$ cat config.mk
export PLATFORM = sky130hd
export DESIGN_NAME = tcw_front
export DESIGN_NICKNAME = d
export VERILOG_FILES = /design/src/rtl/core/tcw_pkg.sv /design/src/rtl/core/tcw_front.sv
export SDC_FILE = /design/constraint.sdc
export NUM_CORES = 1
export LEC_CHECK = 0
export BUFFER_PORTS_ARGS = -buffer_cell sky130_fd_sc_hd__buf_2
export CAP_MARGIN = 20
export CELL_PAD_IN_SITES_DETAIL_PLACEMENT = 0
export CELL_PAD_IN_SITES_GLOBAL_PLACEMENT = 1
export CORE_UTILIZATION = 14
export DETAILED_ROUTE_END_ITERATION = 6
export MAX_ROUTING_LAYER = met4
export PLACE_DENSITY = 0.92
export SLEW_MARGIN = 20
export SYNTH_ARGS = -nofsm -noshare
export SYNTH_HDL_FRONTEND = slang
export SYNTH_SLANG_ARGS = --single-unit
$ cat constraint.sdc
create_clock -name vclk -period 0.97
set_clock_uncertainty 0.2 [all_clocks]
set_input_delay 0.1455 -clock vclk [all_inputs]
set_output_delay 0.1455 -clock vclk [all_outputs]
set_load 0.01 [all_outputs]
$ cat src/rtl/core/tcw_pkg.sv
`timescale 1ns / 1ps
// ----------------------------------------------------------------------------
// tcw_pkg: shared types and constants of the text console writer
// Command codes, special characters, payload structs, queue entry and the
// engine state encoding.
// ----------------------------------------------------------------------------
package tcw_pkg;

    // Default screen geometry
    localparam int COLUMNS_DEF = 80;
    localparam int ROWS_DEF    = 25;

    // Fixed payload widths
    localparam int CMD_W  = 2;
    localparam int CHAR_W = 8;
    localparam int IDX_W  = 11;
    localparam int POS_W  = 11;

    // Command codes
    localparam logic [CMD_W-1:0] CMD_PUT   = 2'd0;
    localparam logic [CMD_W-1:0] CMD_CLEAR = 2'd1;
    localparam logic [CMD_W-1:0] CMD_READ  = 2'd2;

    // Special characters
    localparam logic [CHAR_W-1:0] CH_NEWLINE   = 8'd10;
    localparam logic [CHAR_W-1:0] CH_BACKSPACE = 8'd8;
    localparam logic [CHAR_W-1:0] CH_BLANK     = 8'd0;

    // Configuration
    localparam int                APB_ADDR_W     = 3;
    localparam logic              REG_TEXT_COLOR = 1'b0;
    localparam logic [CHAR_W-1:0] COLOR_RESET    = 8'd15;

    // Queue between front and back
    localparam int QUEUE_DEPTH = 2;
    localparam int QUEUE_PTR_W = 1;
    localparam int QUEUE_CNT_W = 2;

    typedef logic [POS_W-1:0] pos_t;

    typedef struct packed {
        logic [CMD_W-1:0]  cmd;
        logic [CHAR_W-1:0] char_code;
        logic [IDX_W-1:0]  cell_index;
    } in_item_t;

    typedef struct packed {
        logic [POS_W-1:0]  cursor_pos;
        logic [CHAR_W-1:0] read_char;
        logic [CHAR_W-1:0] read_attr;
    } out_item_t;

    // Classified operation
    typedef enum logic [2:0] {
        OP_PUT,
        OP_NEWLINE,
        OP_BACKSPACE,
        OP_CLEAR,
        OP_READ,
        OP_NOP
    } op_t;

    typedef struct packed {
        op_t               op;
        logic [CHAR_W-1:0] ch;
        logic [IDX_W-1:0]  idx;
    } job_t;

    // Back-end sequencer states
    typedef enum logic [2:0] {
        ST_INIT,
        ST_IDLE,
        ST_EXEC,
        ST_READ,
        ST_SCROLL,
        ST_ZERO,
        ST_CLEAR,
        ST_FINISH
    } state_t;

endpackage

$ cat src/rtl/core/tcw_front.sv
`timescale 1ns / 1ps
// ----------------------------------------------------------------------------
// tcw_front: command intake
// Accepts input transactions and classifies them into queue jobs.
// ----------------------------------------------------------------------------
module tcw_front #(
    parameter int COLUMNS = tcw_pkg::COLUMNS_DEF,
    parameter int ROWS    = tcw_pkg::ROWS_DEF
) (
    input  logic              s_valid,
    output logic              s_ready,
    input  tcw_pkg::in_item_t s_item,
    input  logic              queue_full,
    input  logic              init_busy,
    output logic              push,
    output tcw_pkg::job_t     push_job
);

    localparam int CELLS = COLUMNS * ROWS;

    assign s_ready = !queue_full && !init_busy;
    assign push    = s_valid && s_ready;

    always_comb begin
        push_job.ch  = s_item.char_code;
        push_job.idx = s_item.cell_index;
        case (s_item.cmd)
            tcw_pkg::CMD_PUT: begin
                if (s_item.char_code == tcw_pkg::CH_NEWLINE) begin
                    push_job.op = tcw_pkg::OP_NEWLINE;
                end else if (s_item.char_code == tcw_pkg::CH_BACKSPACE) begin
                    push_job.op = tcw_pkg::OP_BACKSPACE;
                end else begin
                    push_job.op = tcw_pkg::OP_PUT;
                end
            end
            tcw_pkg::CMD_CLEAR: begin
                push_job.op = tcw_pkg::OP_CLEAR;
            end
            tcw_pkg::CMD_READ: begin
                // out-of-range reads answer zero without touching the store
                if (32'(s_item.cell_index) < 32'(CELLS)) begin
                    push_job.op = tcw_pkg::OP_READ;
                end else begin
                    push_job.op = tcw_pkg::OP_NOP;
                end
            end
            default: begin
                push_job.op = tcw_pkg::OP_NOP;
            end
        endcase
    end

endmodule

==> key figures, run 1 <==
Route
  • Drc violations: 0
  • Vias per Instance: between 3 and 4
  • WL/cell: around 9 um
  • DR iter-0 viols: 0
  • Antenna Violating Nets Remaining: 0
  • DRT Pass-1 Iters: 1
  • Vias: around 250
  • WL final: just over 600 um

Critical path
  • Worst Path Required: 0.62 ns
  • Crit Path Category: input port to primary output
  • Critical Path Fanout Max: 2
  • Worst EP arrival: 0.87 ns
  • Endpoint class of the critical path: primary output
  • CP Launch Type: input port

Finish
  • Cell area after layout: about 360 sq um
  • Ant. Diodes: 0
  • Share of layout cells above drive strength 1: 86.5%
  • Area delta synth->final: 55.9%
  • Fin util: 23.8%
  • Seq_cells: 0
  • Fillers: 181
  • Multi-input gate area: 100 sq um
  • Final nets: 78
  • Layout clock buffers: 0
  • Register area: 0 sq um
  • Non-Filler Instances: 68

Synthesis
  • Unique cell type count in the Yosys netlist: 12
  • Post-synthesis mux area share: 0%
  • Syn Area/Cell: 7.51 sq um
  • Compound-cell area share of the yosys netlist: 9.14%
  • Yosys warns: 0
  • Simple-gate share of the synthesized area: 26.3%
  • Post-Synth Adder-Cell Area: 0%
  • Syn_nets: 55
  • Syn Inst Count: 31
  • Post-Synthesis Cell Area: 233 sq um
  • Sequential area share after synthesis: 0%
  • Largest family of logic cells by synthesized area: buffers and inverters
  • Post-Synth XOR/XNOR Area: 0%

Power
  • Sequential power share: 0%
  • Switching part of the total: 45.7%
  • PnR Total Power: 155 uW
  • P_int: 83.9 uW
  • Pwr/cell area: 426 nW/um^2
  • Peak VDD IR: between 90 and 100 uV
  • Clock Power Share: 0%
  • Psw: 70.7 uW
  • Pleak: 0.000202 uW
  • Comb power frac: 100.0%

STA
  • Tmin final: approximately 1.2 ns
  • Max transition margin: 85.3%
  • Worst Tran Pin Value: 0.220 ns
  • Max Fclk: 821 MHz
  • Final period util: 126%
  • Final worst setup slack: -0.248 ns
  • Unrepaired setup endpoints after global routing: yes
  • Slew Viols, Final: 0
  • Setup violators final: 2
  • Final hold violations: 0
  • Fin Setup TNS: -0.470 ns

Floorplan
  • Initial Util: 15.3%
  • Ports: 48
  • Row cnt: 14
  • Die height: 42.8 um
  • Die W: 42.8 um
  • Core footprint: 1520 sq um
  • Die Area: 1830 sq um

Placement
  • Port Buf Inserts: 40
  • Placed cells: 68
  • DP HPWL: 561 um
  • GPL Wtd Cong: 0.654
  • Placed Area: 329 sq um

Global routing
  • Met1 GRT Util: under 10%
  • First-pass GRT wire length: 869 um
  • GRT Max-Usage Layer: met2
  • Vias in the first global route: 216
  • Initial antenna violation count: 0
  • Grt ovf: 0
  • Largest net degree at the start of global routing: 4
  • Grt met3 use: less than 1%
  • GR Util All Layers: 5.98%
  • Met2 Usage GRT: approximately 11%

Flow run
  • Maxcap violations: 0

Clocking
  • CTS Hold Bufs: 0

Run status
  • Outcome: finished with violations
  • Failing checks: setup timing

Worst hold path
  • Hold Path Class: input port to primary output
## path summary, 6_finish.rpt
check,startpoint,slack [ns],cells past startpoint,endpoint
hold / removal,s_item[1],0.09,0,push_job[1]
setup / recovery,s_item[13],-0.25,5,push_job[19]
## power by group through the flow
stage / combinational (uW) / clock, uW / sequential (uW)
2_1_floorplan: 105 / 0 / 0
3_3_place_gp: 140 / 0 / 0
3_5_place_dp: 142 / 0 / 0
4_1_cts: 154 / 0 / 0
5_1_grt: 166 / 0 / 0
6_report: 155 / 0 / 0
## kinds of logic after synthesis
| kind of cell | count (synthesis) |
|---|---|
| buffers and inverters | 21 |
| and+or+nand+nor | 7 |
| AOI/OAI and AO/OA | 3 |
## stage by stage
| step | hold WS, ns | setup WS, ns |
|---|---|---|
| finish | 0.0910 | -0.248 |
| floorplan | 0.138 | -0.0136 |
| CTS | 0.0911 | -0.261 |
| detailed placement | 0.0911 | -0.289 |
| global route | 0.0910 | -0.322 |
| global placement | 0.0911 | -0.288 |
## critical path: stages
cell	delay (ns)
buf_6	0.10
nor4b_4	0.28
nand3_1	0.11
o211ai_1	0.09
buf_2	0.15
## timing repair
action	CTS	global route
pin swaps	4	5
buffers inserted	0	0
gates resized for setup	5	2
setup endpoints to repair	2	3
## cell usage in the layout, fill, tap and decap left out, drive strengths merged
| cell type | count |
|---|---|
| nand2 | 1 |
| inv | 1 |
| and2 | 1 |
| nor4 | 1 |
| o211ai | 2 |
| nor2 | 1 |
| nor4b | 1 |
| buf | 41 |
| nand4 | 1 |
| o22ai | 1 |
| nand3 | 1 |
## cell type report
type / count / share of cell area (%)
Timing Repair Buffer: 41 / 65.9
Multi-Input combinational cell: 10 / 27.6
Tap cell: 16 / 5.52
Inverter: 1 / 1.03
## per-layer routing
layer / routed length (um) / share of wire (%)
met3: 82 / 13
met2: 333 / 54
met4: 0 / 0
met1: 205 / 33
met5: 0 / 0
## synthesized netlist by cell type
master / count / area, sq um
nor2_1: 1 / 3.75
nand3_1: 1 / 5.00
nor4b_2: 1 / 15.0
o211ai_1: 2 / 15.0
and2_1: 1 / 6.26
inv_1: 1 / 3.75
nor4_4: 1 / 21.3
nand4_1: 1 / 6.26
o22ai_1: 1 / 6.26
clkbuf_1: 1 / 3.75
buf_4: 19 / 143
nand2_1: 1 / 3.75
Note: power is estimated with default switching activity, not from simulation.
==> run 2: changes to the inputs <==
Settings changed: CAP_MARGIN 20 to 5, CORE_UTILIZATION 14 to 15, PLACE_DENSITY 0.92 to 0.95.
Clock period 0.97 ns to 1.51 ns, I/O delays scaled along.
==> key figures, run 2 (synthesized netlist as in run 1, its figures left out) <==
Run status
  • Outcome: completed

Finish
  • Ant. Diodes: 0
  • Register area: 0 sq um
  • Area delta synth->final: 38.2%
  • Non-Filler Instances: 67
  • Layout clock buffers: 0
  • Commonest non-fill, non-tap cell in the layout: buf_2
  • Share of layout cells above drive strength 1: around 83%
  • Seq_cells: 0
  • Most frequent cells in the layout: 40 x buf_2, 2 x o211ai_1
  • Final nets: 78
  • Fillers: 169

Power
  • Switching part of the total: between 40% and 50%
  • Clock Power Share: 0%
  • Pwr/cell area: 275 nW/um^2
  • Pleak: 0.000189 uW
  • P_int: 44.7 uW
  • Peak VDD IR: 64.4 uV
  • Sequential power share: 0%
  • PnR Total Power: about 88 uW
  • Psw: 43.6 uW
  • Comb power frac: 100.0%

Critical path
  • Worst Path Required: 1.08 ns
  • Worst path max stage delay: 0.29 ns
  • Slowest stage cell on the critical path: nor4b_4
  • Critical Path Fanout Max: 2
  • CP Launch Type: input port
  • Crit Path Category: input port to primary output
  • Endpoint class of the critical path: primary output
  • Critical path's most frequent cell: buf_2
  • Worst EP arrival: 1.01 ns
  • Critical path, cell by cell: buf_2 > nor4b_4 > nand3_1 > o211ai_1 > buf_2

STA
  • Max transition margin: 85.6%
  • Tmin final: roughly 1.4 ns
  • Min Hold Slack: 0.253 ns
  • Final hold violations: 0
  • Slew Viols, Final: 0
  • Max Fclk: 699 MHz
  • Final period util: 94.8%
  • Worst Tran Pin Value: 0.214 ns
  • Setup violators final: 0

Placement
  • Placed cells: 67
  • GPL Wtd Cong: 0.698
  • DP HPWL: 566 um
  • Port Buf Inserts: 40

Floorplan
  • Die Area: 1710 sq um
  • Core footprint: 1370 sq um
  • Die W: 41.4 um
  • Initial Util: 17.0%
  • Ports: 48
  • Row cnt: 13
  • Die height: 41.4 um

Global routing
  • Initial antenna violation count: 0
  • Met1 GRT Util: around 8%
  • Grt met3 use: 0%
  • Largest net degree at the start of global routing: 4
  • Grt ovf: 0
  • First-pass GRT wire length: 655 um
  • Met2 Usage GRT: 10.2%
  • GRT Max-Usage Layer: met2
  • Vias in the first global route: 160
  • GR Util All Layers: 5.74%

Worst hold path
  • Hold Path Class: input port to primary output
  • Hold Path Stages: 0
  • Hold EP: push_job[1]
  • Hold Path Origin: s_item[1]

Route
  • Vias: 254
  • Antenna Violating Nets Remaining: 0
  • DRT Pass-1 Iters: 4
  • Vias per Instance: 3.79
  • WL final: between 500 and 600 um
  • DR iter-0 viols: 1
  • Drc violations: 0
  • WL/cell: roughly 8.9 um

Clocking
  • CTS Hold Bufs: 0
  • Setup bufs post-CTS: 0

Flow run
  • Maxcap violations: 0
-- run 2: how the worst max path moves through the flow --
stage                     from           end  slack (ns)
finish              s_item[20]  push_job[19]        0.08
CTS                 s_item[20]  push_job[19]        0.04
global placement    s_item[20]  push_job[19]        0.04
detailed placement  s_item[20]  push_job[19]        0.04
global route        s_item[20]  push_job[19]       -0.01
floorplan           s_item[20]  push_job[20]        0.30
-- run 2: what timing repair did --
| action | CTS | global route |
|---|---|---|
| setup endpoints to repair | 0 | 2 |
| gates resized for setup | 0 | 1 |
| hold endpoints to repair | 0 | 0 |
-- run 2: cell type report --
type                       count  area, sq um  area share, %
timing repair buffer          41          208           64.6
multi-input combinational     10         91.3           28.4
inverter                       1         3.75           1.17
tap                           15         18.8           5.84
-- run 2: metrics by stage --
stage	utilization [%]	area (sq um)	setup WS (ns)	setup TNS, ns
global route	23.5	322	-0.00983	-0.00983
detailed placement	22.9	313	0.0449	0
floorplan	-	233	0.298	0
finish	23.5	322	0.0784	0
global placement	22.9	313	0.0438	0
CTS	22.9	313	0.0378	0
-- run 2: layer usage --
metal,vias up,share of wire [%]
met5,-,0
met4,0,0
met3,0,9.4
met2,19,58
met1,106,33
li1,129,-
-- run 2: power groups by stage --
stage	logic (uW)	registers (uW)	clock network (uW)
2_1_floorplan	65.2	0	0
3_3_place_gp	85.9	0	0
3_5_place_dp	87.0	0	0
4_1_cts	87.2	0	0
5_1_grt	98.8	0	0
6_report	88.4	0	0
-- run 2: critical path, delay by kind of cell --
kind	cells	cell delay, ns
and+or+nand+nor	2	0.40
buffers and inverters	2	0.28
AOI/OAI and AO/OA	1	0.10
==> run 3: changes to the inputs <==
Settings changed: ABC_CLOCK_PERIOD_IN_PS set to 1510, CELL_PAD_IN_SITES_DETAIL_PLACEMENT 0 to 1, CELL_PAD_IN_SITES_GLOBAL_PLACEMENT 1 to 2, CORE_UTILIZATION 15 to 10.
==> key figures, run 3 (synthesized netlist as in run 1, its figures left out) <==
Worst hold path
  • Hold Path Origin: s_item[0]
  • Hold Path Stages: 0
  • Hold EP: push_job[0]
  • Hold Path Class: input port to primary output

Floorplan
  • Die W: ~50 um
  • Row cnt: 17
  • Ports: 48
  • Core footprint: 2210 sq um
  • Initial Util: about a tenth
  • Die Area: about 2500 sq um
  • Die height: between 50 and 60 um

Route
  • DR iter-0 viols: 5
  • DRT Pass-1 Iters: 4
  • Wl on met1: 266 um
  • Vias: 265
  • Met3 wire length: 104 um
  • WL/cell: 8.84 um
  • Drc violations: 0
  • Vias per Instance: 3.31
  • WL final: 707 um
  • Met2 wire len: 336 um
  • Antenna Violating Nets Remaining: 0
  • Top layer used by detailed routing: met3

Finish
  • Cell area after layout: 363 sq um
  • Ant. Diodes: 0
  • Seq_cells: 0
  • Share of layout cells above drive strength 1: 82.7%
  • Register area: 0 sq um
  • Final nets: 78
  • Commonest non-fill, non-tap cell in the layout: buf_2
  • Layout clock buffers: 0
  • Most frequent cells in the layout: 36 x buf_2, 4 x buf_6, 2 x o211ai_1
  • Area delta synth->final: 55.9%

Run status
  • Outcome: completed

Critical path
  • Slowest stage cell on the critical path: nor4b_4
  • Worst Path Required: 1.08 ns
  • Endpoint class of the critical path: primary output
  • Critical path, cell by cell: buf_6 > nor4b_4 > nand3_1 > o211ai_1 > buf_2
  • CP Launch Type: input port
  • Crit Path Category: input port to primary output
  • Critical Path Fanout Max: 2
  • Worst path max stage delay: between 0.2 and 0.3 ns
  • Worst EP arrival: 1.01 ns

Power
  • Pwr/cell area: 268 nW/um^2
  • Peak VDD IR: 56.0 uV
  • Pleak: 0.000198 uW
  • PnR Total Power: 97.2 uW

Placement
  • DP HPWL: ~650 um
  • GPL Wtd Cong: 0.669
  • Placed Area: approximately 330 sq um
  • Port Buf Inserts: 40

Global routing
  • GR Util All Layers: 4.97%
  • Initial antenna violation count: 0
  • Grt ovf: 0
  • Vias in the first global route: around 220
  • Largest net degree at the start of global routing: 4
  • First-pass GRT wire length: between 900 and 1000 um

STA
  • Final period util: 95.2%
  • Final hold violations: 0
  • Worst Tran Pin Value: 0.234 ns
  • Fin Setup TNS: 0 ns
  • Max Fclk: between 600 and 700 MHz
  • Slew Viols, Final: 0
  • Tmin final: 1.44 ns
  • Setup violators final: 0
  • Unrepaired setup endpoints after global routing: yes
  • Max transition margin: 84.3%

Clocking
  • CTS Hold Bufs: 0
  • Setup bufs post-CTS: 0

Flow run
  • Maxcap violations: 0
run 3: worst max-delay path by stage:
stage	start	endpoint	cells past startpoint
6_report	s_item[13]	push_job[19]	5
3_5_place_dp	s_item[20]	push_job[19]	5
5_1_grt	s_item[13]	push_job[19]	5
4_1_cts	s_item[20]	push_job[19]	5
3_3_place_gp	s_item[20]	push_job[19]	5
2_1_floorplan	s_item[20]	push_job[20]	3
run 3: critical path: cells and delay by family:
kind	cells	cell delay [ns]
simple gates	2	0.41
buf+inv	2	0.26
compound gates	1	0.11
run 3: cell type report:
class	count	area (sq um)
Multi-Input combinational cell	10	91.3
Timing Repair Buffer	41	233
Fill cell	290	1850
Tap cell	28	35.0
Inverter	1	3.75
run 3: through the flow:
step | worst slack [ns] | hold slack [ns] | std cells | util [%]
global route | -0.0194 | 0.253 | 80 | 16.4
CTS | 0.00729 | 0.253 | 80 | 15.3
floorplan | 0.298 | 0.300 | 31 | -
detailed placement | -0.0335 | 0.253 | 80 | 14.9
global placement | -0.00823 | 0.253 | 80 | 14.9
finish | 0.0731 | 0.253 | 80 | 16.4
run 3: power by group:
group	total (uW)	internal, uW	switching, uW
registers	0	0	0
clock network	0	0	0
logic	97.2	51.3	45.9
run 3: layer usage:
| layer | vias up | global-route usage [%] |
|---|---|---|
| li1 | 128 | - |
| met1 | 114 | 6.45 |
| met2 | 23 | 8.89 |
| met3 | 0 | 0.303 |
| met4 | 0 | 0 |
| met5 | - | - |
run 3: timing repair:
item / in CTS / in global routing
gates resized for setup: 1 / 8
cloned: 0 / 0
endpoints found under the setup margin: 2 / 2
pin swaps: 0 / 4
