==> config.mk <==
export PLATFORM = sky130hd
export DESIGN_NAME = tcw_queue
export DESIGN_NICKNAME = d
export VERILOG_FILES = /design/src/rtl/core/tcw_pkg.sv /design/src/rtl/core/tcw_queue.sv
export SDC_FILE = /design/constraint.sdc
export NUM_CORES = 1
export LEC_CHECK = 0
export BUFFER_PORTS_ARGS = -buffer_cell sky130_fd_sc_hd__buf_2
export CAP_MARGIN = 0
export CORE_MARGIN = 5
export CORE_UTILIZATION = 30
export CTS_CLUSTER_SIZE = 25
export DETAILED_ROUTE_END_ITERATION = 16
export SYNTH_ARGS = -nofsm -noshare
export SYNTH_HDL_FRONTEND = slang
export SYNTH_SLANG_ARGS = --single-unit
==> constraint.sdc <==
create_clock -name aclk -period 2.8 [get_ports aclk]
set_clock_uncertainty 0.15 [all_clocks]
set_input_delay 0.14 -clock aclk [delete_from_list [all_inputs] [get_ports aclk]]
set_output_delay 0.14 -clock aclk [all_outputs]
set_load 0.01 [all_outputs]
==> src/rtl/core/tcw_pkg.sv <==
`timescale 1ns / 1ps
// ----------------------------------------------------------------------------
// tcw_pkg: shared types and constants of the text console writer
// Command codes, special characters, payload structs, queue entry and the
// engine state encoding.
// ----------------------------------------------------------------------------
package tcw_pkg;

    // Default screen geometry
    localparam int COLUMNS_DEF = 80;
    localparam int ROWS_DEF    = 25;

    // Fixed payload widths
    localparam int CMD_W  = 2;
    localparam int CHAR_W = 8;
    localparam int IDX_W  = 11;
    localparam int POS_W  = 11;

    // Command codes
    localparam logic [CMD_W-1:0] CMD_PUT   = 2'd0;
    localparam logic [CMD_W-1:0] CMD_CLEAR = 2'd1;
    localparam logic [CMD_W-1:0] CMD_READ  = 2'd2;

    // Special characters
    localparam logic [CHAR_W-1:0] CH_NEWLINE   = 8'd10;
    localparam logic [CHAR_W-1:0] CH_BACKSPACE = 8'd8;
    localparam logic [CHAR_W-1:0] CH_BLANK     = 8'd0;

    // Configuration
    localparam int                APB_ADDR_W     = 3;
    localparam logic              REG_TEXT_COLOR = 1'b0;
    localparam logic [CHAR_W-1:0] COLOR_RESET    = 8'd15;

    // Queue between front and back
    localparam int QUEUE_DEPTH = 2;
    localparam int QUEUE_PTR_W = 1;
    localparam int QUEUE_CNT_W = 2;

    typedef logic [POS_W-1:0] pos_t;

    typedef struct packed {
        logic [CMD_W-1:0]  cmd;
        logic [CHAR_W-1:0] char_code;
        logic [IDX_W-1:0]  cell_index;
    } in_item_t;

    typedef struct packed {
        logic [POS_W-1:0]  cursor_pos;
        logic [CHAR_W-1:0] read_char;
        logic [CHAR_W-1:0] read_attr;
    } out_item_t;

    // Classified operation
    typedef enum logic [2:0] {
        OP_PUT,
        OP_NEWLINE,
        OP_BACKSPACE,
        OP_CLEAR,
        OP_READ,
        OP_NOP
    } op_t;

    typedef struct packed {
        op_t               op;
        logic [CHAR_W-1:0] ch;
        logic [IDX_W-1:0]  idx;
    } job_t;

    // Back-end sequencer states
    typedef enum logic [2:0] {
        ST_INIT,
        ST_IDLE,
        ST_EXEC,
        ST_READ,
        ST_SCROLL,
        ST_ZERO,
        ST_CLEAR,
        ST_FINISH
    } state_t;

endpackage

==> src/rtl/core/tcw_queue.sv <==
`timescale 1ns / 1ps
// ----------------------------------------------------------------------------
// tcw_queue: job queue
// Two-entry register queue between the intake and the engine.
// ----------------------------------------------------------------------------
module tcw_queue (
    input  logic          aclk,
    input  logic          aresetn,
    input  logic          push,
    input  tcw_pkg::job_t push_job,
    output logic          full,
    input  logic          pop,
    output logic          head_valid,
    output tcw_pkg::job_t head_job
);

    tcw_pkg::job_t                     entry_reg [tcw_pkg::QUEUE_DEPTH];
    logic [tcw_pkg::QUEUE_PTR_W-1:0]   wr_ptr_reg, wr_ptr_next;
    logic [tcw_pkg::QUEUE_PTR_W-1:0]   rd_ptr_reg, rd_ptr_next;
    logic [tcw_pkg::QUEUE_CNT_W-1:0]   count_reg, count_next;

    assign full       = count_reg == tcw_pkg::QUEUE_CNT_W'(tcw_pkg::QUEUE_DEPTH);
    assign head_valid = count_reg != '0;
    assign head_job   = entry_reg[rd_ptr_reg];

    always_comb begin
        wr_ptr_next = push ? wr_ptr_reg + 1'b1 : wr_ptr_reg;
        rd_ptr_next = pop ? rd_ptr_reg + 1'b1 : rd_ptr_reg;
        count_next  = count_reg;
        if (push && !pop) begin
            count_next = count_reg + 1'b1;
        end else if (pop && !push) begin
            count_next = count_reg - 1'b1;
        end
    end

    always_ff @(posedge aclk) begin
        if (!aresetn) begin
            wr_ptr_reg <= '0;
            rd_ptr_reg <= '0;
            count_reg  <= '0;
        end else begin
            wr_ptr_reg <= wr_ptr_next;
            rd_ptr_reg <= rd_ptr_next;
            count_reg  <= count_next;
        end
    end

    always_ff @(posedge aclk) begin
        if (push) begin
            entry_reg[wr_ptr_reg] <= push_job;
        end
    end

endmodule

==> metrics list, run 1 <==
- The run finished with clean final reports.
- 0 antenna diodes ended up in the layout.
- Summing every instance area after synthesis gives between 0.0015 and 0.002 mm².
* Setup repair after global routing missed its margin: no
- The core region is between 0.005 and 0.006 mm².
- In this run the critical register-to-register path is launched from wr_ptr_reg$_SDFFE_PN0P_.
* Number of antenna violations at the first check in global routing: 0
* Sequential element share of the synthesized area: 78.9%
- From bottom edge to top edge, the die measures 87.5 µm.
- Max frequency: 547 MHz
- Synth Area in Compound Gates: under 10%
* Final setup violation count: 0
- The synthesized design contains 44 enable-type register cells.
- The path with the worst hold slack has its endpoint at rd_ptr_reg$_SDFFE_PN0P_.
* Die ar.: between 0.007 and 0.008 mm²
- The worst setup path is of the reg2out kind.
* Critical path data arrival time: 1.54 ns
* TritonCTS clock tree: built
- Starting density of the core: 30.6%
- Register-to-register setup slack: between 1.5 and 2 ns
* H-tree levels: 2
- Leak: 0.941 nW
* Mux contribution to synthesized area: roughly 14%
* Pin count of the biggest net entering global routing: 23
- Cells with a size suffix above 1 make up between 40% and 50% of the layout.
- Worst-path cell chain: buf_4 > mux2_2 > buf_2
- Measured on the finished design, the core utilization comes to 42.0%.
* Slew at the pin with the worst max-slew slack: 0.305 ns
- Insertion delay of the later-clocked pin in the worst-skew pair: between 0.2 and 0.3 ns
* Post-detailed-route DRC marker count: 0
- Wire length per cell after detailed routing: 12.7 µm
- Worst Reg-to-Reg Cells: 2
- Total congestion overflow after global routing: 0
- After Yosys synthesis, and, or, nand and nor cells account for 3.27% of the synthesized area.
- The startpoint identified for the worst hold timing path is pop.
* Part of the cycle the worst path needs: 65.2%
- When the netlist entered floorplanning its net count stood at between 100 and 150.
* Highest cell delay on the worst timing path: 0.42 ns
- The synthesized design contains 49 register bits.
- Area overhead of the layout relative to synthesis: 37.3%
- Measured against its own limit, the worst slew margin works out to 79.6%.
* Die boundary width: 87.5 µm
- Cts repair resizes: 0
- The layout has between 500 and 600 filler cells.
- 50 I/O pins were placed.
* Areal power density over the cells: 583 mW/mm²
- The floorplan has 28 rows.
- Cell at the root of the clock tree: sky130_fd_sc_hd__clkbuf_8
- Number of nets still failing antenna checks after routing: 0
- Across the run, the number of max-cap violations was 0.
* Share of synthesized registers carrying an async set or reset: 0%
- Count of input and output buffers: 49
- In the synthesized netlist the dominant register cell turns out to be sky130_fd_sc_hd__edfxtp_1.
* Post-Syn Instances: 90
* CTS clk-pin slew, worst paths: 0.08 ns
* Minimum clock period: about 1.8 ns
- In this run the critical register-to-register path is captured at entry_reg[1][16]$_DFFE_PP_.
- The first global-routing pass estimated 4900 µm of wire.
- Summed over all failing endpoints, the final setup total negative slack is 0 ns.
- The worst hold path passes through 3 cells.
- Across the whole layout, storage elements account for 0.00142 mm².
* Count of final max-slew check failures: 0
- Post-synth cell types: 16
- Area of the multi-input gates: 368 µm²
- Final estimated routing congestion in global placement: 0.708
* Slowest cell on crit path: sky130_fd_sc_hd__dfxtp_1
- The number of global-route vias before repair is 1121.
* Total global routing track utilization: 8.59%
- Kind of launch point of the worst setup path: flop
* Required time at the worst-slack endpoint: between 2 and 3 ns
* Total clock sinks: 49
* Final wirelength: between 3000 and 4000 µm
* Net count, final: 197
* Via density: 4.14
- The Yosys step of the flow raised 0 warnings.
- Flip-flop count of the largest register, all copies and words added: between 40 and 50
- The worst setup path is captured at a primary output.
* Largest family of logic cells by synthesized area: multiplexers
- In this run, the number of DRC markers left after iteration 0 of detailed routing was 16.
- Synthesized area divided by synthesized cell count: 20.0 µm²
- The clock passes through at most 2 buffers.
- The routed layout has 1018 vias.
- Clock tree synthesis inserted a total of 5 buffers.
- The number of hold violations in the final report is 0.
* Hpwl dp: 2150 µm
* DRT Pass-1 Iters: 3
* Buffers inserted by post-CTS timing repair: 0
- The synthesized netlist devotes 0.695% of its cell area to adder and majority cells.
* Area share of xor/xnor cells in the synthesized design: 1.46%
- Largest driver fanout on the critical path: 18
- The tightest hold path in the finished design has a slack of 0.0559 ns.
- The tightest min-delay check is of the in2reg type.
* Largest voltage drop on the vdd net: 0.189 mV
[worst max-delay path, delay by kind of cell, from the launching register on]
family	cells	cell delay, ns
buf+inv	2	0.44
flops	1	0.42
mux	1	0.38
[report_power, final]
group | switching, mW | internal (mW) | total (mW)
Sequential | 0.0137 | 0.841 | 0.854
Combinational | 0.0904 | 0.110 | 0.201
Clock | 0.210 | 0.176 | 0.386
Total | 0.314 | 1.13 | 1.44
[timing repair]
action                                  CTS  global route
hold buffers                             23             0
hold endpoints to repair                 49             0
endpoints found under the setup margin    0             0
[cells in the final DEF (no fill, tap or decap)]
cell / n
sky130_fd_sc_hd__and2_1: 4
sky130_fd_sc_hd__clkbuf_1: 1
sky130_fd_sc_hd__o21ai_0: 1
sky130_fd_sc_hd__and2b_2: 1
sky130_fd_sc_hd__buf_4: 3
sky130_fd_sc_hd__clkinvlp_4: 2
sky130_fd_sc_hd__buf_2: 49
sky130_fd_sc_hd__xor2_1: 2
sky130_fd_sc_hd__ha_1: 1
sky130_fd_sc_hd__dlygate4sd3_1: 23
sky130_fd_sc_hd__nor2b_2: 1
sky130_fd_sc_hd__edfxtp_1: 44
sky130_fd_sc_hd__or2_2: 1
sky130_fd_sc_hd__nor2b_1: 1
sky130_fd_sc_hd__or3_1: 1
sky130_fd_sc_hd__xnor2_1: 1
sky130_fd_sc_hd__inv_1: 1
sky130_fd_sc_hd__o21a_1: 1
sky130_fd_sc_hd__dfxtp_1: 5
sky130_fd_sc_hd__a21boi_1: 1
sky130_fd_sc_hd__mux2_2: 22
sky130_fd_sc_hd__clkbuf_8: 5
[logic make-up after synthesis]
| group | Yosys count |
|---|---|
| flip-flops | 49 |
| adder cells (fa/ha/maj) | 1 |
| buffers and inverters | 3 |
| AND/OR/NAND/NOR | 9 |
| XOR/XNOR | 3 |
| AO/OA/AOI/OAI | 3 |
| multiplexers | 22 |
[metal layers]
layer	global-route usage [%]	part of all wire [%]	wire, µm	vias up
met5	0	0	0	-
met4	2.51	0.54	17	0
met3	4.16	9.5	296	2
met2	16.2	51	1590	37
met1	8.07	39	1230	480
li1	-	-	-	499
[synth_stat cells, types with 2 or more instances]
cell type | number | area, µm²
sky130_fd_sc_hd__xor2_1 | 2 | 17.5
sky130_fd_sc_hd__buf_2 | 2 | 10.0
sky130_fd_sc_hd__and2_1 | 4 | 25.0
sky130_fd_sc_hd__dfxtp_1 | 5 | 100
sky130_fd_sc_hd__nor2b_1 | 2 | 12.5
sky130_fd_sc_hd__edfxtp_1 | 44 | 1320
sky130_fd_sc_hd__mux2_2 | 22 | 248
[through the flow]
step	instances	cell area (µm²)	total power [mW]	worst slack, ns
2_1_floorplan	90	1800	0.972	0.905
3_3_place_gp	215	2150	1.04	1.30
3_5_place_dp	215	2150	1.05	1.28
4_1_cts	246	2470	1.47	0.941
5_1_grt	246	2470	1.52	0.869
6_report	246	2470	1.44	0.973
[worst max path at each step]
stage | endpoint | slack (ns) | start
final | head_job[13] | 0.97 | flop
after global routing | head_job[7] | 0.87 | flop
after floorplan | entry_reg[0][0]$_DFFE_PP_ | 0.91 | wr_ptr_reg$_SDFFE_PN0P_
after global placement | head_job[13] | 1.30 | flop
after CTS | head_job[13] | 0.94 | flop
after detailed placement | head_job[13] | 1.28 | flop
[final cells by class]
cell class                      instances  area share [%]
Multi-Input combinational cell         38            14.9
Clock inverter                          2           0.607
Timing Repair Buffer                   75            20.1
Tap cell                               75            3.80
Inverter                                1           0.152
Sequential cell                        49            57.5
Clock buffer                            6            2.94
No activity file was read; power rests on OpenSTA's default activity.
==> run 2, diff against run 1 <==
clock period = 1.73 ns   (was 2.8 ns; I/O delays follow)
==> run 2 against run 1 <==
Effect of this change:
- first-iteration DRC count up 31%
- count of clock-buffer cells in the layout down 1
- highest routed layer unchanged
- power up 74%
- non-clock buffer count up 3
- sequential share of layout area down 1.1 points
==> metrics list, run 2 (synthesis gave the netlist of run 1 again) <==
- Largest voltage drop on the vdd net: 0.544 mV (was 0.189 mV)
- CTS buffer count: 5 (unchanged)
- The total congestion overflow after global routing is 0 (unchanged).
- The endpoint type of the worst setup path is a flop (was primary output).
- The critical path arrival was 1.67 ns (was 1.54 ns).
- Via count of the first global-routing pass: 1177 (was 1121)
- The clock insertion delay at the later pin of the skew report came to 0.29 ns (about the same).
- Share of the core filled with cells: 42.9% (was 42.0%)
- Number of nets still failing antenna checks after routing: 0 (unchanged)
- The clock tree from TritonCTS was built (unchanged).
* Worst setup path end: count_reg[1]$_SDFFE_PN0P_ (was head_job[13])
- Worst Reg-to-Reg Cells: 2 (unchanged)
- The final sum of negative setup slack is 0 ns (unchanged).
- Kind of launch point of the worst setup path: input port (was flop)
- Flip-flop count of the largest register, all copies and words added: 44 (unchanged)
* Count of final max-slew check failures: 0 (unchanged)
* Leak: 0.969 nW (was 0.941 nW)
* Via density: 4.26 (was 4.14)
- The area growth from synthesis to final layout came to 40.1% (was 37.3%).
* Endpoint of the worst register-to-register path: entry_reg[1][0]$_DFFE_PP_ (was entry_reg[1][16]$_DFFE_PP_)
- Routed via count: 1061 (was 1018)
- Area of all placed cells without fillers: 0.00252 mm² (was 0.00247 mm²)
- Hold crit path type: in2reg (unchanged)
* Areal power density over the cells: 991 mW/mm² (was 583 mW/mm²)
- The buffer depth of the longest clock path is 2 (unchanged).
* Count of input and output buffers: 49 (unchanged)
- The hold slack was 0.358 ns (was 0.0559 ns).
* Required time at the worst-slack endpoint: 1.80 ns (was 2.51 ns)
* Number of antenna diodes: 0 (unchanged)
- Post-detailed-route DRC marker count: 0 (unchanged)
- Worst slew margin: 78.7% (was 79.6%)
- Wire length per cell after detailed routing: 14.2 µm (was 12.7 µm)
* Ports: 50 (unchanged)
- Pin count of the biggest net entering global routing: 24 (was 23)
* Setup repair after global routing missed its margin: no (unchanged)
- The smallest clock period supported by the final layout is computed as 1.60 ns.
- Leading cell types in the layout, fill and taps excluded: sky130_fd_sc_hd__buf_2 (49), sky130_fd_sc_hd__edfxtp_1 (44), sky130_fd_sc_hd__dlygate4sd3_1 (25) (was sky130_fd_sc_hd__buf_2 (49), sky130_fd_sc_hd__edfxtp_1 (44), sky130_fd_sc_hd__dlygate4sd3_1 (23)).
- The full die area came to 0.00765 mm² (unchanged).
- Dividing the final minimum period by the clock period gives 92.6%.
* Final-layout fill cell count: 540 (was 520)
* Die boundary width: 87.5 µm (unchanged)
* Final setup violation count: 0 (unchanged)
- Post-detailed-placement cell area: 0.00216 mm² (was 0.00215 mm²)
- Largest driver fanout on the critical path: 3 (was 18)
* First-pass GRT wire length: 5480 µm (was 4900 µm)
- Start-to-end type of the worst setup path: in2reg (was reg2out)
* DRT Pass-1 Iters: 4 (was 3)
* Max-cap viol count: 0 (unchanged)
* Number of standard-cell rows in the floorplan: 28 (unchanged)
* Final wirelength: 3540 µm (was 3130 µm)
- Starting density of the core: 30.6% (unchanged)
- The clock sink total was 49 (unchanged).
- Max frequency: 624 MHz
- The launch point of the worst reg-to-reg path is wr_ptr_reg$_SDFFE_PN0P_ (unchanged).
- The initial antenna violation count is 0 (unchanged).
* Critical path startpoint: pop
- The overall track demand over capacity in global routing was 9.74% (was 8.59%).
* Worst Setup Slack, final: 0.128 ns (was 0.973 ns)
* Final Hold Vio Count: 0 (unchanged)
* Final estimated routing congestion in global placement: 0.716 (was 0.708)
- Most common library cell in the layout ignoring fill and taps: sky130_fd_sc_hd__buf_2 (unchanged)
* Area of the placeable core: 0.00589 mm² (unchanged)
- The clock transition at the register clock pins on the worst setup and hold paths after CTS was 0.08 ns (about the same).
- The reg2reg setup slack came to 0.45 ns (was 1.52 ns).
- The die span in y is 87.5 µm (unchanged).
- The post-place setup slack is 0.437 ns (was 1.28 ns).
* Slew at the pin with the worst max-slew slack: 0.319 ns (was 0.305 ns)
- The maximum level of the CTS H-tree came to 2 (unchanged).
* Fraction of layout instances using a drive strength above 1: 48.9% (was 49.1%)
- Status: completed (unchanged)
- The number of DRC markers after the initial detailed-route iteration is 21 (was 16).
- The root buffer cell is sky130_fd_sc_hd__clkbuf_8 (unchanged).
- The final-stage net count was 200 (was 197).
- Hpwl dp: 2350 µm (was 2150 µm)
- Buffers inserted by post-CTS timing repair: 0 (unchanged)
==> run 2: worst min path at each step <==
stage | from | end | slack, ns | depth (start not counted)
2_1_floorplan | push_job[0] | entry_reg[0][0]$_DFFE_PP_ | 0.04 | 0
3_3_place_gp | push_job[7] | entry_reg[0][7]$_DFFE_PP_ | 0.12 | 1
3_5_place_dp | push_job[3] | entry_reg[1][3]$_DFFE_PP_ | 0.13 | 1
4_1_cts | push_job[12] | entry_reg[0][12]$_DFFE_PP_ | 0.35 | 2
5_1_grt | push_job[3] | entry_reg[1][3]$_DFFE_PP_ | 0.36 | 2
6_report | push_job[12] | entry_reg[0][12]$_DFFE_PP_ | 0.36 | 2
==> run 2: metal layers <==
layer  routed length [µm]  up-vias  global-route usage [%]
met2                 1810       47                    17.5
met4                   89        0                    4.60
met1                 1380      498                    9.93
li1                     -      508                       -
met5                    0        -                       0
met3                  259        8                    3.50
==> run 2: where the power goes <==
part	internal (mW)	switching [mW]
Sequential	1.36	0.0220
Combinational	0.184	0.154
Clock	0.425	0.353
Total	1.97	0.530
==> run 2: final cells by class <==
class                   instances  area, µm²  share of cell area, %
flip-flops and latches         49       1420                   56.3
repair buffers                 78        526                   20.8
multi-input cells              38        368                   14.6
well taps                      75       93.8                   3.72
clock buffers                   5       68.8                   2.73
clock inverters                 3       41.3                   1.64
inverters                       1       3.75                  0.149
==> run 2: worst max-delay path: stages <==
cell and delay, ns:
sky130_fd_sc_hd__dlygate4sd3_1 0.56, sky130_fd_sc_hd__buf_2 0.14, sky130_fd_sc_hd__inv_1 0.04, sky130_fd_sc_hd__ha_1 0.31, sky130_fd_sc_hd__or3_1 0.37, sky130_fd_sc_hd__a21boi_1 0.16
==> run 2: timing repair <==
item | CTS | global route
gates resized for setup | 0 | 0
endpoints found under the hold margin | 49 | 0
hold buffers | 25 | 0
==> run 2: stage by stage <==
stage | total power [mW] | std cells
final | 2.50 | 249
after global routing | 2.63 | 249
after CTS | 2.55 | 249
after detailed placement | 1.71 | 216
after global placement | 1.69 | 216
after floorplan | 1.57 | 90
